===== config.mk =====
export PLATFORM = sky130hd
export DESIGN_NAME = xdkc_front
export DESIGN_NICKNAME = d
export VERILOG_FILES = /design/src/rtl/xdkc_pkg.sv /design/src/rtl/xdkc_front.sv
export SDC_FILE = /design/constraint.sdc
export NUM_CORES = 1
export LEC_CHECK = 0
export ABC_AREA = 1
export BUFFER_PORTS_ARGS = -buffer_cell sky130_fd_sc_hd__buf_2
export CORE_MARGIN = 1
export CORE_UTILIZATION = 45
export DETAILED_ROUTE_END_ITERATION = 10
export GPL_ROUTABILITY_DRIVEN = 0
export GPL_TIMING_DRIVEN = 0
export PLACE_DENSITY = 0.73
export SLEW_MARGIN = 20
export SYNTH_ARGS = -nofsm -noshare
export SYNTH_HDL_FRONTEND = slang
export SYNTH_SLANG_ARGS = --single-unit

===== constraint.sdc =====
create_clock -name i_clk -period 25.7 [get_ports i_clk]
set_input_delay 1.285 -clock i_clk [delete_from_list [all_inputs] [get_ports i_clk]]
set_output_delay 1.285 -clock i_clk [all_outputs]
set_load 0.01 [all_outputs]

===== src/rtl/xdkc_pkg.sv =====
// Package for the XOR-distance k-closest block: item types, opcodes,
// register indexes and size constants. No dependencies.
`default_nettype none
package xdkc_pkg;

    localparam int DEF_MAX_K  = 16;
    localparam int ID_BYTES   = 32;
    localparam int WORD_W     = 64;
    localparam int DIST_W     = ID_BYTES * 8;
    localparam int CFG_IDX_W  = 3;
    localparam int LIMIT_W    = 5;
    localparam logic [LIMIT_W-1:0] LIMIT_RESET = 5'd16;

    localparam logic [1:0] OP_START = 2'd0;
    localparam logic [1:0] OP_OFFER = 2'd1;
    localparam logic [1:0] OP_READ  = 2'd2;

    localparam logic [CFG_IDX_W-1:0] REG_TARGET0 = 3'd0;
    localparam logic [CFG_IDX_W-1:0] REG_TARGET1 = 3'd1;
    localparam logic [CFG_IDX_W-1:0] REG_TARGET2 = 3'd2;
    localparam logic [CFG_IDX_W-1:0] REG_TARGET3 = 3'd3;
    localparam logic [CFG_IDX_W-1:0] REG_LIMIT   = 3'd4;

    typedef struct packed {
        logic [1:0]        opcode;
        logic [WORD_W-1:0] peer_word0;
        logic [WORD_W-1:0] peer_word1;
        logic [WORD_W-1:0] peer_word2;
        logic [WORD_W-1:0] peer_word3;
        logic [15:0]       peer_handle;
        logic              self_peer;
    } t_item;

    typedef struct packed {
        logic [3:0]  rank;
        logic [15:0] closest_handle;
        logic [4:0]  found_count;
        logic        last;
    } t_result;

    typedef struct packed {
        logic  vld;
        t_item item;
    } t_queue_head;

endpackage
`default_nettype wire


===== src/rtl/xdkc_front.sv =====
// Front end: accepts items into a two-entry queue and hands the head
// to the back end. Depends on xdkc_pkg.
`default_nettype none
module xdkc_front (
    input  wire                  i_clk,
    input  wire                  i_rst_n,
    input  wire                  i_push,
    input  xdkc_pkg::t_item      i_item,
    input  wire                  i_pop,
    output xdkc_pkg::t_queue_head o_head,
    output logic                 o_full
);
    import xdkc_pkg::*;

    t_item      r_q [2];
    logic       r_wp;
    logic       r_rp;
    logic [1:0] r_cnt;
    logic [1:0] n_cnt;

    always_comb begin
        n_cnt = r_cnt;
        if (i_push && !i_pop) begin
            n_cnt = r_cnt + 2'd1;
        end else if (!i_push && i_pop) begin
            n_cnt = r_cnt - 2'd1;
        end
    end

    always_ff @(posedge i_clk) begin
        if (!i_rst_n) begin
            r_wp  <= 1'b0;
            r_rp  <= 1'b0;
            r_cnt <= 2'd0;
        end else begin
            r_cnt <= n_cnt;
            if (i_push) begin
                r_wp <= ~r_wp;
            end
            if (i_pop) begin
                r_rp <= ~r_rp;
            end
        end
    end

    always_ff @(posedge i_clk) begin
        if (i_push) begin
            r_q[r_wp] <= i_item;
        end
    end

    assign o_head.vld  = (r_cnt != 2'd0);
    assign o_head.item = r_q[r_rp];
    assign o_full      = (r_cnt == 2'd2);

endmodule
`default_nettype wire


# After elaboration in Yosys (flattened, before gate mapping)
# Memories as Yosys holds them, arrays and structs flattened. A register that Yosys moved wholly into a read port is not among the register bits.
# Index checks and enable logic that the tools add are counted.
# word_totals
out_inout_bits	277
memories	1
wordCells	21
regBits	4
input_bits	279
ram_bits	550
# mem_list
memory	words	word_bits	rd	rd_ports_with_merged_regs	wr	line_no	source
r_q	2	275	1	1	1	xdkc_front.sv:15	t_item r_q [2];
# op_classes
n_bitwise	2
addsub	2
eq_ne	1
reduce_logical	6
muxes	6
# op_table
operator	count
1-bit two-way mux	4
2-bit two-way mux	2
2-bit nonzero test	2
2-bit by 1-bit adder with 2-bit output (second input constant)	1
2-bit == test (second input constant)	1
1-bit logical AND	2
1-bit zero test	2
1-bit NOT	2
2-bit by 1-bit subtractor with 2-bit output (second input constant)	1

# Logic depth before layout (Yosys ltp)
# logic_depth
ltp_word	4
ltp_mapped	8
mapped_depth_nobuf	8

# Worst setup path before layout
# No wires, ideal clock.
# synth_path
path_type	in2reg
from	input i_push
to	memory r_q[0][0] in the netlist's numbering (enable)
setup_slack_ns	11.965
arrival_ns	12.811
setup_ns	0.924
n_path_buf	0
path_stages	2
required_ns	24.776
path_cell_list	inv_1 nor2_1
# synth_between
elab_chain_cells	2
# synth_rtl
item	line_no	source
start: declaration	xdkc_front.sv:7	input wire i_push,
1-bit two-way mux	xdkc_front.sv:47	if (i_push) begin
1-bit two-way mux (implied by the code)	xdkc_front.sv:48	r_q[r_wp] <= i_item;
end: declaration	xdkc_front.sv:15	
# Every way passes these cells.

==> metrics <==
Initial DRC Count 600; Initial Util 0.4570; Final Util 0.5829; # hold bufs at CTS 0; met1 WL 16,480 um; critical path class register to primary output; dpl cell area 24,170 sq um; GRT overflow 0; power per standard cell area 77.42 nW/um^2; CTS tree yes; number of global-route vias before repair 11,192; Critical Path Most Common Cell buf_6; most frequent cell after synthesis edfxtp_1; number of flops mapped to enable cells by yosys 550; die span in y 214.1 um; Synth area leader edfxtp_1; Post-CTS Setup Bufs 0; Wirelength per Cell 20.53 um; Vias/cell 4.918; placed insts 2,054; Cell Area, Synth 20,250 sq um; asr flop ratio synth 0; Worst Hold Class register to register; Area contributors post-synth edfxtp_1 (82%), mux2_2 (14%), buf_6 (1.6%); post-CTS resize count 0; # IOs 556; final slew viol count 0; final worst path period share 0.1277; largest net degree at the start of global routing 102; clk sinks 555; Worst path slowest cell mux2_2; R2R Path Start r_wp; DR top layer met5; synthesized area per cell 22.73 sq um; Layout Nets 1,798; clock slew at reported path FFs 0.06 ns; critical path startpoint category register; leak pwr 9.754 nW; RSZ-0062 raised after global routing no; Netlist cell types 15; Die X 214.1 um; required time of the critical path 24.41 ns; post-synth net total 1,171; root buffer cell clkbuf_16; Max Cap Viol 0; worst IR drop on VDD 0.06395 mV; worst-margin pin slew 0.5845 ns; critical path arrival 2.00 ns; Worst-Skew Late Latency 0.58 ns; status finished clean; final instance area 25,830 sq um; Worst path max stage delay 0.39 ns; post-route insts no fill 2,156; vias after detailed routing 10,604; final setup violating endpoints 0; initial antenna violation count 8; Synth Register Bits 555; first-pass GRT wire length 65,710 um; CTS H-tree lvls 2; worst-path maximum fanout 10; sequential area share after synthesis 0.8205; Synth Instances 891; fillers 3,280; Synth top area share 0.8155; metal3 WL 3076 um; final hold vios 0; DR WL met2 23,620 um; Remaining DRCs 0; die area 45,860 sq um; total negative setup slack 0 ns; commonest cells in the netlist edfxtp_1 (550), mux2_2 (254), buf_6 (29), mux2_4 (20), nand2_1 (9); Tot GR Track Use 0.1892; Port Buffers 555; post-route ant nets 0; min-delay src r_rp; CP endpoint kind primary output; Core Area 44,320 sq um; Longest Clk Path Bufs 3; CTS buffer count 54; P&R area growth vs syn 27.57%; fraction of layout cells with a size suffix above 1 0.6081; total power 2.000 mW; TritonRoute pass-1 iters 6; fmax 0.3046 GHz; Worst slew margin 0.6103; WL final 44,260 um; min Tclk post-route 3.282 ns; Main synth FF type edfxtp_1; critical-path cell list buf_6 -> buf_6 -> buf_6 -> mux2_2 -> buf_2; Setup Skew 0.01170 ns; cell row count 77; Synth Warn # 0; Final HPWL DP 31,620 um
## metal layers
metal  up-vias  global-route usage
li1       4832                   -
met1      5313              0.2160
met2       372              0.3417
met3        81             0.04950
met4         6             0.06643
met5         -                   0
## power by group
| part | leakage (nW) | internal (mW) | switching [mW] |
|---|---|---|---|
| registers | 5.20 | 1.05 | 0.0102 |
| logic | 3.74 | 0.0952 | 0.107 |
| clock network | 0.808 | 0.423 | 0.316 |
## area by class of cell
cell class                 instances  area, sq um  area share
antenna                            5        12.51   0.0004843
buffer                            31        336.6     0.01303
clock buffer                      71         1479     0.05725
clock inverter                    26        177.7    0.006877
inverter                           8        37.54    0.001453
multi-input combinational        297         3277      0.1268
sequential                       555        16620      0.6432
tap                              592        740.7     0.02867
timing repair buffer             571         3158      0.1222
## cells in the final DEF (no fill, tap or decap), types with 2 or more instances in the layout
cell type	n
edfxtp_1	550
nor2_1	7
inv_1	7
nand2_1	9
clkinv_2	7
inv_6	2
clkbuf_16	57
buf_16	8
buf_2	557
clkbuf_1	14
buf_6	29
bufinv_16	2
diode_2	5
clkinv_1	13
dfxtp_1	5
mux2_4	20
buf_12	8
mux2_2	254
## worst max-delay path: cells and delay by family, from the launching register on
kind | cells | cell delay [ns]
flip-flops | 1 | 0.32
buffers and inverters | 4 | 0.71
multiplexers | 1 | 0.39
## path summary, 6_finish.rpt
kind | endpoint | slack, ns | depth (start not counted)
setup / recovery | o_head[94] | 22.42 | 5
hold / removal | r_rp | 0.52 | 2
setup reg to reg | r_q[1][22] | 23.71 | 4
hold reg to reg | r_rp | 0.52 | 2
## metrics by stage
| stage | hold WS [ns] | worst slack [ns] |
|---|---|---|
| after global routing | 0.5597 | 22.32 |
| final | 0.5177 | 22.42 |
| after global placement | 0.4763 | 5.554 |
| after detailed placement | 0.5035 | 22.69 |
| after floorplan | 0.4635 | 11.96 |
| after CTS | 0.5166 | 22.33 |
## logic make-up after synthesis
family	share of synthesized area
flops	0.8205
mux	0.1566
compound gates	0.0004938
fa+ha+maj	0.0006177
simple gates	0.003707
buf+inv	0.01810
## state kept, by name, indices dropped and copies added (netlist names), named ones only
register,count
r_cnt,2
r_q,550
r_rp,1
r_wp,1
(Power assumes the default switching activity.)
